===== config.mk =====
export PLATFORM = sky130hd
export DESIGN_NAME = fixed_frame_crc8_deframer
export DESIGN_NICKNAME = d
export VERILOG_FILES = /design/src/design/fcd_pkg.sv /design/src/design/fcd_parser.sv /design/src/design/fixed_frame_crc8_deframer.sv
export SDC_FILE = /design/constraint.sdc
export NUM_CORES = 1
export LEC_CHECK = 0
export BUFFER_PORTS_ARGS = -buffer_cell sky130_fd_sc_hd__buf_2
export CAP_MARGIN = 20
export CORE_ASPECT_RATIO = 1.2
export CORE_MARGIN = 3
export CORE_UTILIZATION = 40
export DETAILED_ROUTE_END_ITERATION = 7
export SLEW_MARGIN = 20
export SYNTH_ARGS = -nofsm -noshare
export SYNTH_HDL_FRONTEND = slang
export SYNTH_SLANG_ARGS = --single-unit

===== constraint.sdc =====
create_clock -name clk -period 11.2 [get_ports clk]
set_input_delay 2.24 -clock clk [delete_from_list [all_inputs] [get_ports clk]]
set_output_delay 2.24 -clock clk [all_outputs]
set_load 0.05 [all_outputs]

===== src/design/fcd_pkg.sv =====
// Shared types, constants and the CRC8 step for the fixed-frame deframer.
// No dependencies; used by fcd_parser and the top level.
package fcd_pkg;

  localparam int unsigned PAYLOAD_BYTES = 10;
  localparam int unsigned PAYLOAD_W     = 8 * PAYLOAD_BYTES;
  localparam int unsigned RESULT_W      = 152;

  localparam logic [7:0] SYNC_FIRST  = 8'h55;
  localparam logic [7:0] SYNC_SECOND = 8'hAA;
  localparam logic [7:0] TAIL_BYTE   = 8'hFF;
  localparam logic [7:0] CRC_POLY    = 8'h07;
  localparam logic [7:0] CRC_TOP     = 8'h80;
  localparam logic [7:0] CRC_START   = 8'h00;

  localparam logic [15:0] TIMEOUT_RESET = 16'd100;
  localparam logic [15:0] IDLE_MAX      = 16'hFFFF;

  typedef enum logic [0:0] {
    REG_CRC_CHECK_ENABLE = 1'b0,
    REG_TIMEOUT_TICKS    = 1'b1
  } reg_index_t;

  typedef enum logic [2:0] {
    PH_SOF1 = 3'd0,
    PH_SOF2 = 3'd1,
    PH_CMD  = 3'd2,
    PH_DATA = 3'd3,
    PH_CRC  = 3'd4,
    PH_CNT  = 3'd5,
    PH_TAIL = 3'd6
  } phase_t;

  typedef enum logic [2:0] {
    ST_NONE    = 3'd0,
    ST_FRAME   = 3'd1,
    ST_CRC     = 3'd2,
    ST_SYNC    = 3'd3,
    ST_TIMEOUT = 3'd4
  } status_t;

  typedef struct packed {
    logic        crc_check_enable;
    logic [15:0] timeout_ticks;
  } cfg_t;

  typedef struct packed {
    logic       step;
    logic       is_tick;
    logic [7:0] rx_byte;
  } item_t;

  typedef struct packed {
    status_t     status;
    logic [7:0]  frame_cmd;
    logic [63:0] payload_low;
    logic [15:0] payload_high;
    logic [31:0] crc_error_total;
    logic [31:0] sync_error_total;
  } result_t;

  // One byte through CRC8, MSB first, eight shift steps.
  function automatic logic [7:0] crc8_step(logic [7:0] acc, logic [7:0] b);
    logic [7:0] v;
    v = acc ^ b;
    for (int k = 0; k < 8; k++) begin
      if ((v & CRC_TOP) != 8'h00) begin
        v = {v[6:0], 1'b0} ^ CRC_POLY;
      end else begin
        v = {v[6:0], 1'b0};
      end
    end
    return v;
  endfunction

endpackage


===== src/design/fcd_parser.sv =====
// Frame parser state and its single-step update for one byte or tick.
// Depends on fcd_pkg.
module fcd_parser (
  input  logic             clk,
  input  logic             rst,
  input  fcd_pkg::cfg_t    cfg,
  input  fcd_pkg::item_t   item,
  output fcd_pkg::result_t result
);

  fcd_pkg::phase_t phase, phase_next;
  logic [7:0]  held_cmd, held_cmd_next;
  logic [3:0]  payload_index, payload_index_next;
  logic [7:0]  running_crc, running_crc_next;
  logic [15:0] idle_ticks, idle_ticks_next;
  logic [31:0] crc_error_count, crc_error_count_next;
  logic [31:0] sync_error_count, sync_error_count_next;

  logic [7:0]  payload_store [fcd_pkg::PAYLOAD_BYTES];
  logic        store_we;

  fcd_pkg::status_t status;
  logic [15:0] idle_inc;
  logic [3:0]  index_inc;
  logic [fcd_pkg::PAYLOAD_W-1:0] payload_all;
  logic [79:0] payload_out;

  always_comb begin
    phase_next            = phase;
    held_cmd_next         = held_cmd;
    payload_index_next    = payload_index;
    running_crc_next      = running_crc;
    idle_ticks_next       = idle_ticks;
    crc_error_count_next  = crc_error_count;
    sync_error_count_next = sync_error_count;
    store_we              = 1'b0;
    status                = fcd_pkg::ST_NONE;
    idle_inc  = (idle_ticks != fcd_pkg::IDLE_MAX) ? idle_ticks + 16'd1 : idle_ticks;
    index_inc = payload_index + 4'd1;

    if (item.step && item.is_tick) begin
      if (phase != fcd_pkg::PH_SOF1) begin
        if (idle_inc > cfg.timeout_ticks) begin
          sync_error_count_next = sync_error_count + 32'd1;
          status             = fcd_pkg::ST_TIMEOUT;
          phase_next         = fcd_pkg::PH_SOF1;
          payload_index_next = 4'd0;
          running_crc_next   = fcd_pkg::CRC_START;
          idle_ticks_next    = 16'd0;
        end else begin
          idle_ticks_next = idle_inc;
        end
      end
    end else if (item.step) begin
      idle_ticks_next = 16'd0;
      unique case (phase)
        fcd_pkg::PH_SOF1: begin
          if (item.rx_byte == fcd_pkg::SYNC_FIRST) begin
            running_crc_next = fcd_pkg::crc8_step(fcd_pkg::CRC_START, item.rx_byte);
            phase_next       = fcd_pkg::PH_SOF2;
          end
        end
        fcd_pkg::PH_SOF2: begin
          if (item.rx_byte == fcd_pkg::SYNC_SECOND) begin
            running_crc_next = fcd_pkg::crc8_step(running_crc, item.rx_byte);
            phase_next       = fcd_pkg::PH_CMD;
          end else begin
            sync_error_count_next = sync_error_count + 32'd1;
            status             = fcd_pkg::ST_SYNC;
            payload_index_next = 4'd0;
            // a fresh first sync byte opens the next frame at once
            if (item.rx_byte == fcd_pkg::SYNC_FIRST) begin
              running_crc_next = fcd_pkg::crc8_step(fcd_pkg::CRC_START, item.rx_byte);
              phase_next       = fcd_pkg::PH_SOF2;
            end else begin
              running_crc_next = fcd_pkg::CRC_START;
              phase_next       = fcd_pkg::PH_SOF1;
            end
          end
        end
        fcd_pkg::PH_CMD: begin
          held_cmd_next      = item.rx_byte;
          running_crc_next   = fcd_pkg::crc8_step(running_crc, item.rx_byte);
          payload_index_next = 4'd0;
          phase_next         = fcd_pkg::PH_DATA;
        end
        fcd_pkg::PH_DATA: begin
          store_we           = payload_index < 4'(fcd_pkg::PAYLOAD_BYTES);
          running_crc_next   = fcd_pkg::crc8_step(running_crc, item.rx_byte);
          payload_index_next = index_inc;
          if (index_inc >= 4'(fcd_pkg::PAYLOAD_BYTES)) begin
            phase_next = fcd_pkg::PH_CRC;
          end
        end
        fcd_pkg::PH_CRC: begin
          if (cfg.crc_check_enable && (item.rx_byte != running_crc)) begin
            crc_error_count_next = crc_error_count + 32'd1;
            status             = fcd_pkg::ST_CRC;
            phase_next         = fcd_pkg::PH_SOF1;
            payload_index_next = 4'd0;
            running_crc_next   = fcd_pkg::CRC_START;
          end else begin
            phase_next = fcd_pkg::PH_CNT;
          end
        end
        fcd_pkg::PH_CNT: begin
          phase_next = fcd_pkg::PH_TAIL;
        end
        fcd_pkg::PH_TAIL: begin
          if (item.rx_byte == fcd_pkg::TAIL_BYTE) begin
            status = fcd_pkg::ST_FRAME;
          end else begin
            sync_error_count_next = sync_error_count + 32'd1;
            status = fcd_pkg::ST_SYNC;
          end
          phase_next         = fcd_pkg::PH_SOF1;
          payload_index_next = 4'd0;
          running_crc_next   = fcd_pkg::CRC_START;
        end
        default: begin
          phase_next         = fcd_pkg::PH_SOF1;
          payload_index_next = 4'd0;
          running_crc_next   = fcd_pkg::CRC_START;
        end
      endcase
    end
  end

  always_ff @(posedge clk) begin
    if (rst) begin
      phase            <= fcd_pkg::PH_SOF1;
      held_cmd         <= 8'd0;
      payload_index    <= 4'd0;
      running_crc      <= fcd_pkg::CRC_START;
      idle_ticks       <= 16'd0;
      crc_error_count  <= 32'd0;
      sync_error_count <= 32'd0;
    end else begin
      phase            <= phase_next;
      held_cmd         <= held_cmd_next;
      payload_index    <= payload_index_next;
      running_crc      <= running_crc_next;
      idle_ticks       <= idle_ticks_next;
      crc_error_count  <= crc_error_count_next;
      sync_error_count <= sync_error_count_next;
    end
  end

  // payload bytes, no reset
  always_ff @(posedge clk) begin
    if (store_we) begin
      payload_store[payload_index] <= item.rx_byte;
    end
  end

  always_comb begin
    payload_all = '0;
    for (int k = 0; k < fcd_pkg::PAYLOAD_BYTES; k++) begin
      payload_all[8*k +: 8] = payload_store[k];
    end
    payload_out = 80'(payload_all);
  end

  always_comb begin
    result.status           = status;
    result.crc_error_total  = crc_error_count_next;
    result.sync_error_total = sync_error_count_next;
    if (status == fcd_pkg::ST_FRAME) begin
      result.frame_cmd    = held_cmd;
      result.payload_low  = payload_out[63:0];
      result.payload_high = payload_out[79:64];
    end else begin
      result.frame_cmd    = 8'd0;
      result.payload_low  = 64'd0;
      result.payload_high = 16'd0;
    end
  end

endmodule


===== src/design/fixed_frame_crc8_deframer.sv =====
// Fixed-frame CRC8 deframer: a received byte or a millisecond tick per
// request; exactly one result per request. The frame is 0x55, 0xAA, command,
// ten payload bytes, CRC8 (poly 0x07, start 0x00, over bytes 0 to 12), a count
// byte that is not checked, and tail 0xFF. Result status: 0 nothing, 1 frame
// complete (command and payload valid, otherwise zero), 2 CRC error, 3 sync or
// tail error, 4 timeout. Error totals wrap at 2^32. One request is taken every
// cycle while the input register is empty or free to advance. A request lands
// in the input register, then the single parse step loads the result register
// as the request advances, and the result register frees itself in the same
// cycle it is read, so the rate is set only by the downstream tready.
// Configuration is always ready and must only be written while no request is
// outstanding. Depends on fcd_pkg and fcd_parser.
module fixed_frame_crc8_deframer (
  input  logic         clk,
  input  logic         rst,
  // request stream
  input  logic         s_axis_tvalid,
  output logic         s_axis_tready,
  input  logic [7:0]   s_axis_tdata,   // [7:0] rx_byte
  input  logic [0:0]   s_axis_tuser,   // [0] req_type (1 = tick)
  // result stream
  output logic         m_axis_tvalid,
  input  logic         m_axis_tready,
  output logic [151:0] m_axis_tdata,   // [7:0] frame_cmd, [71:8] payload_low,
                                       // [87:72] payload_high,
                                       // [119:88] crc_error_total,
                                       // [151:120] sync_error_total
  output logic [2:0]   m_axis_tuser,   // [2:0] status
  // register writes
  input  logic         cfg_valid,
  output logic         cfg_ready,
  input  logic [0:0]   cfg_index,      // 0 crc_check_enable, 1 timeout_ticks
  input  logic [15:0]  cfg_data
);

  fcd_pkg::cfg_t    cfg;
  fcd_pkg::item_t   item;
  fcd_pkg::result_t result;

  // input register
  logic       in_valid;
  logic       in_tick;
  logic [7:0] in_byte;

  // result register
  logic [fcd_pkg::RESULT_W-1:0] out_data;
  fcd_pkg::status_t             out_status;

  logic out_free;
  logic advance;

  assign out_free      = !m_axis_tvalid || m_axis_tready;
  assign advance       = in_valid && out_free;
  assign s_axis_tready = !in_valid || out_free;
  assign cfg_ready     = 1'b1;

  always_ff @(posedge clk) begin
    if (rst) begin
      cfg.crc_check_enable <= 1'b1;
      cfg.timeout_ticks    <= fcd_pkg::TIMEOUT_RESET;
    end else if (cfg_valid) begin
      unique case (fcd_pkg::reg_index_t'(cfg_index))
        fcd_pkg::REG_CRC_CHECK_ENABLE: cfg.crc_check_enable <= cfg_data[0];
        fcd_pkg::REG_TIMEOUT_TICKS:    cfg.timeout_ticks    <= cfg_data;
        default: ;
      endcase
    end
  end

  always_ff @(posedge clk) begin
    if (rst) begin
      in_valid <= 1'b0;
    end else if (s_axis_tready) begin
      in_valid <= s_axis_tvalid;
    end
  end

  always_ff @(posedge clk) begin
    if (s_axis_tready && s_axis_tvalid) begin
      in_tick <= s_axis_tuser[0];
      in_byte <= s_axis_tdata;
    end
  end

  assign item.step    = advance;
  assign item.is_tick = in_tick;
  assign item.rx_byte = in_byte;

  fcd_parser u_parser (
    .clk    (clk),
    .rst    (rst),
    .cfg    (cfg),
    .item   (item),
    .result (result)
  );

  always_ff @(posedge clk) begin
    if (rst) begin
      m_axis_tvalid <= 1'b0;
    end else if (out_free) begin
      m_axis_tvalid <= in_valid;
    end
  end

  always_ff @(posedge clk) begin
    if (advance) begin
      out_status <= result.status;
      out_data   <= {result.sync_error_total, result.crc_error_total,
                     result.payload_high, result.payload_low, result.frame_cmd};
    end
  end

  assign m_axis_tdata = out_data;
  assign m_axis_tuser = out_status;

endmodule


==> out/summary.txt <==
first-pass GRT wire length -> 54700 um
Final TNS setup -> 0 ps
total number of vias -> 10400
slowest stage delay, CP -> 230 ps
GR Util met3 -> 0.0262
Leak -> 0.00666 uW
grt met1 use -> 0.202
Residual DRC -> 0
final slew viol count -> 0
start-to-end type of the worst setup path -> in -> out
Distinct cells, synth -> 72
antenna viol nets, final -> 0
post-synth top area share -> 0.468
first-pass iteration count of the detailed router -> 5
Post-DP HPWL -> 23000 um
status -> complete, no violations
n_diodes -> 0
post-synthesis mux area share -> 0.0140
DIE WIDTH -> 187 um
area grow syn2layout -> 17.2%
Tightest Pin Transition -> 1130 ps
CP startpoint kind -> input port
Layout Utilization -> 0.479
Min Clock Period, post-route -> 5090 ps
count of maximum capacitance violations -> 0
Reg2Reg Setup Slack -> 6370 ps
Tot GR Track Use -> 0.162
Mapped Nets -> 1382
Inserted Clock Buffers -> 38
worst vdd ir -> 0.000113 V
vias per cell -> 5.09
cell area after synthesis -> 15600 sq um
CP Depth -> 4
largest family of logic cells by synthesized area -> simple AND/OR/NAND/NOR gates
Worst Setup End Kind -> primary output
RSZ-0062 raised after global routing -> false
area leader, netlist -> edfxtp_1
Max transition margin -> 0.244
crit path from -> m_axis_tready
vias in the first global route -> 10200
r2r startpoint -> u_parser.idle_ticks[3]
post-synthesis async set-or-reset flop share -> 0
Setup WS pre-CTS -> 5650 ps
CP arrival -> 2850 ps
ranking of synthesized cells by area -> edfxtp_1 (47%), dfxtp_1 (16%), and2_1 (5.4%)
routability congestion estimate -> 0.823
worst setup margin -> 6110 ps
Post-Syn Instances -> 1316
Synth Area in Compound Gates -> 0.0811
Post-Synth Simple-Gate Area -> 0.175
Initial DRC Count -> 679
IO buf count -> 187
crit path max fanout -> 3
deepest clock path buffer count -> 3
Mean Syn Cell Area -> 11.9 sq um
Yosys reg bits -> 366
power density over the cells -> 158 nW/um^2
final WL -> 34700 um
Synth Area in Adders -> 0.0280
worst setup path endpoint -> s_axis_tready
final hold violation count -> 0
layout cells sized above 1 -> 0.193
yosys warns -> 0
Post-CTS Setup Inserts -> 0
XOR/XNOR Fraction of Synth Area -> 0.0484
worst path bufs/invs -> 2
core area -> 38300 sq um
clock slew at reported path FFs -> 60 ps
Worst Skew -> 14.5 ps
worst path required time -> 8960 ps
clk_lat worst skew -> 520 ps
Post-synth EDFFs -> 244
initial cell density of the core -> 0.409
die area -> 41500 sq um
die span in y -> 223 um
hold buffers post-CTS -> 0
Largest delay share family, worst path -> buffers and inverters
layout net count -> 1571
GR peak layer -> met2
total grt overflow -> 0
pin count of the biggest net entering global routing -> 89
drt wl/cell -> 16.9 um
r2r worst-path depth -> 13
H-tree Lvls -> 2
Critical-path top delay cell -> buf_2
met2 Use GR -> 0.287
# clock sinks -> 366
reg2reg end -> u_parser.idle_ticks[3]
CTS tree -> built
Worst Hold Class -> reg -> reg
post-synthesis sequential area ratio -> 0.624
Final setup viols -> 0
I/O pin cnt -> 189
Max Fclk -> 196 MHz
initial antenna violation count -> 0
Root Driver -> clkbuf_16
Fillers -> 3543
fin crit share -> 0.455
# rows -> 78
CP Cell Sequence -> buf_2 -> nor2b_1 -> nand2_1 -> buf_2
most frequent CP cell -> buf_2
post_cts resized -> 0
ys flop type -> edfxtp_1
cells in the mapped netlist (15+ instances only):
cell type	instances
edfxtp_1	244
and2_1	135
dfxtp_1	122
nand2_1	102
a21oi_1	87
nor2_1	78
xnor2_1	63
inv_1	52
nand3_1	45
clkbuf_1	39
nand4_1	38
ha_1	35
o21ai_0	20
and3_1	19
xor2_1	16
mux2_2	15
nor2b_1	15
cells in the final DEF, fill, tap and decap left out, types with 16 or more instances in the layout:
| cell type | n |
|---|---|
| edfxtp_1 | 244 |
| nand2_1 | 102 |
| dfxtp_1 | 122 |
| o21ai_0 | 20 |
| a21oi_1 | 87 |
| nor2_1 | 78 |
| and2_1 | 135 |
| ha_1 | 35 |
| buf_4 | 18 |
| xnor2_1 | 63 |
| nand3_1 | 45 |
| buf_2 | 187 |
| and3_1 | 19 |
| xor2_1 | 16 |
| nand4_1 | 38 |
| clkbuf_16 | 39 |
| inv_1 | 52 |
sequential cells by signal (all words and copies together) (netlist names):
register                   count
m_axis_tuser                   3
u_parser.phase                 3
u_parser.held_cmd              8
u_parser.running_crc           8
u_parser.payload_store        80
m_axis_tdata                 152
u_parser.payload_index         4
u_parser.sync_error_count     32
u_parser.idle_ticks           16
u_parser.crc_error_count      32
in_byte                        8
in_valid                       1
in_tick                        1
cfg                           17
m_axis_tvalid                  1
how the worst min path moves through the flow:
stage | to | cells past startpoint | startpoint | slack [ps]
3_5_place_dp | cfg[3] | 2 | cfg[3] | 450
6_report | cfg[3] | 2 | cfg[3] | 450
5_1_grt | cfg[3] | 2 | cfg[3] | 470
3_3_place_gp | cfg[3] | 2 | cfg[3] | 450
2_1_floorplan | cfg[10] | 2 | cfg[10] | 440
4_1_cts | cfg[3] | 2 | cfg[3] | 450
final cells by class:
| type | count | area [sq um] | area share |
|---|---|---|---|
| Tap cell | 520 | 651 | 0.0355 |
| Clock inverter | 22 | 181 | 0.00989 |
| Multi-Input combinational cell | 840 | 5460 | 0.298 |
| Clock buffer | 46 | 1000 | 0.0546 |
| Sequential cell | 366 | 9770 | 0.533 |
| Inverter | 54 | 208 | 0.0113 |
| Timing Repair Buffer | 205 | 1070 | 0.0584 |
tightest hold or removal path, stage by stage, from the launching register on:
cell and delay [ps]:
dfxtp_1 300, nand2_1 50, a21oi_1 50
through the flow:
| step | area [sq um] | std cells | hold slack (ps) | total power (uW) |
|---|---|---|---|---|
| 5_1_grt | 18300 | 2053 | 472 | 3000 |
| 4_1_cts | 18300 | 2053 | 455 | 2950 |
| 3_3_place_gp | 17200 | 1985 | 445 | 1730 |
| 2_1_floorplan | 15600 | 1316 | 436 | 1680 |
| 6_report | 18300 | 2053 | 453 | 2900 |
| 3_5_place_dp | 17200 | 1985 | 447 | 1730 |
power breakdown:
group / leakage (uW) / total, uW / switching (uW) / internal (uW)
clock network: 0.000577 / 1200 / 495 / 706
logic: 0.00292 / 218 / 172 / 45.7
registers: 0.00317 / 1480 / 14.0 / 1470
per-layer routing:
metal | vias up | part of all wire
met5 | - | 0
met4 | 0 | 0.026
met3 | 67 | 0.047
met2 | 275 | 0.50
met1 | 4960 | 0.43
li1 | 5138 | -
logic make-up after synthesis:
group                      after synthesis
DFF                                    366
buffers and inverters                  110
adders and majority gates               35
and+or+nand+nor                        507
xor gates and xnor gates                83
muxes                                   20
other                                    1
AOI/OAI and AO/OA                      194
No activity file was read; power rests on OpenSTA's default activity.
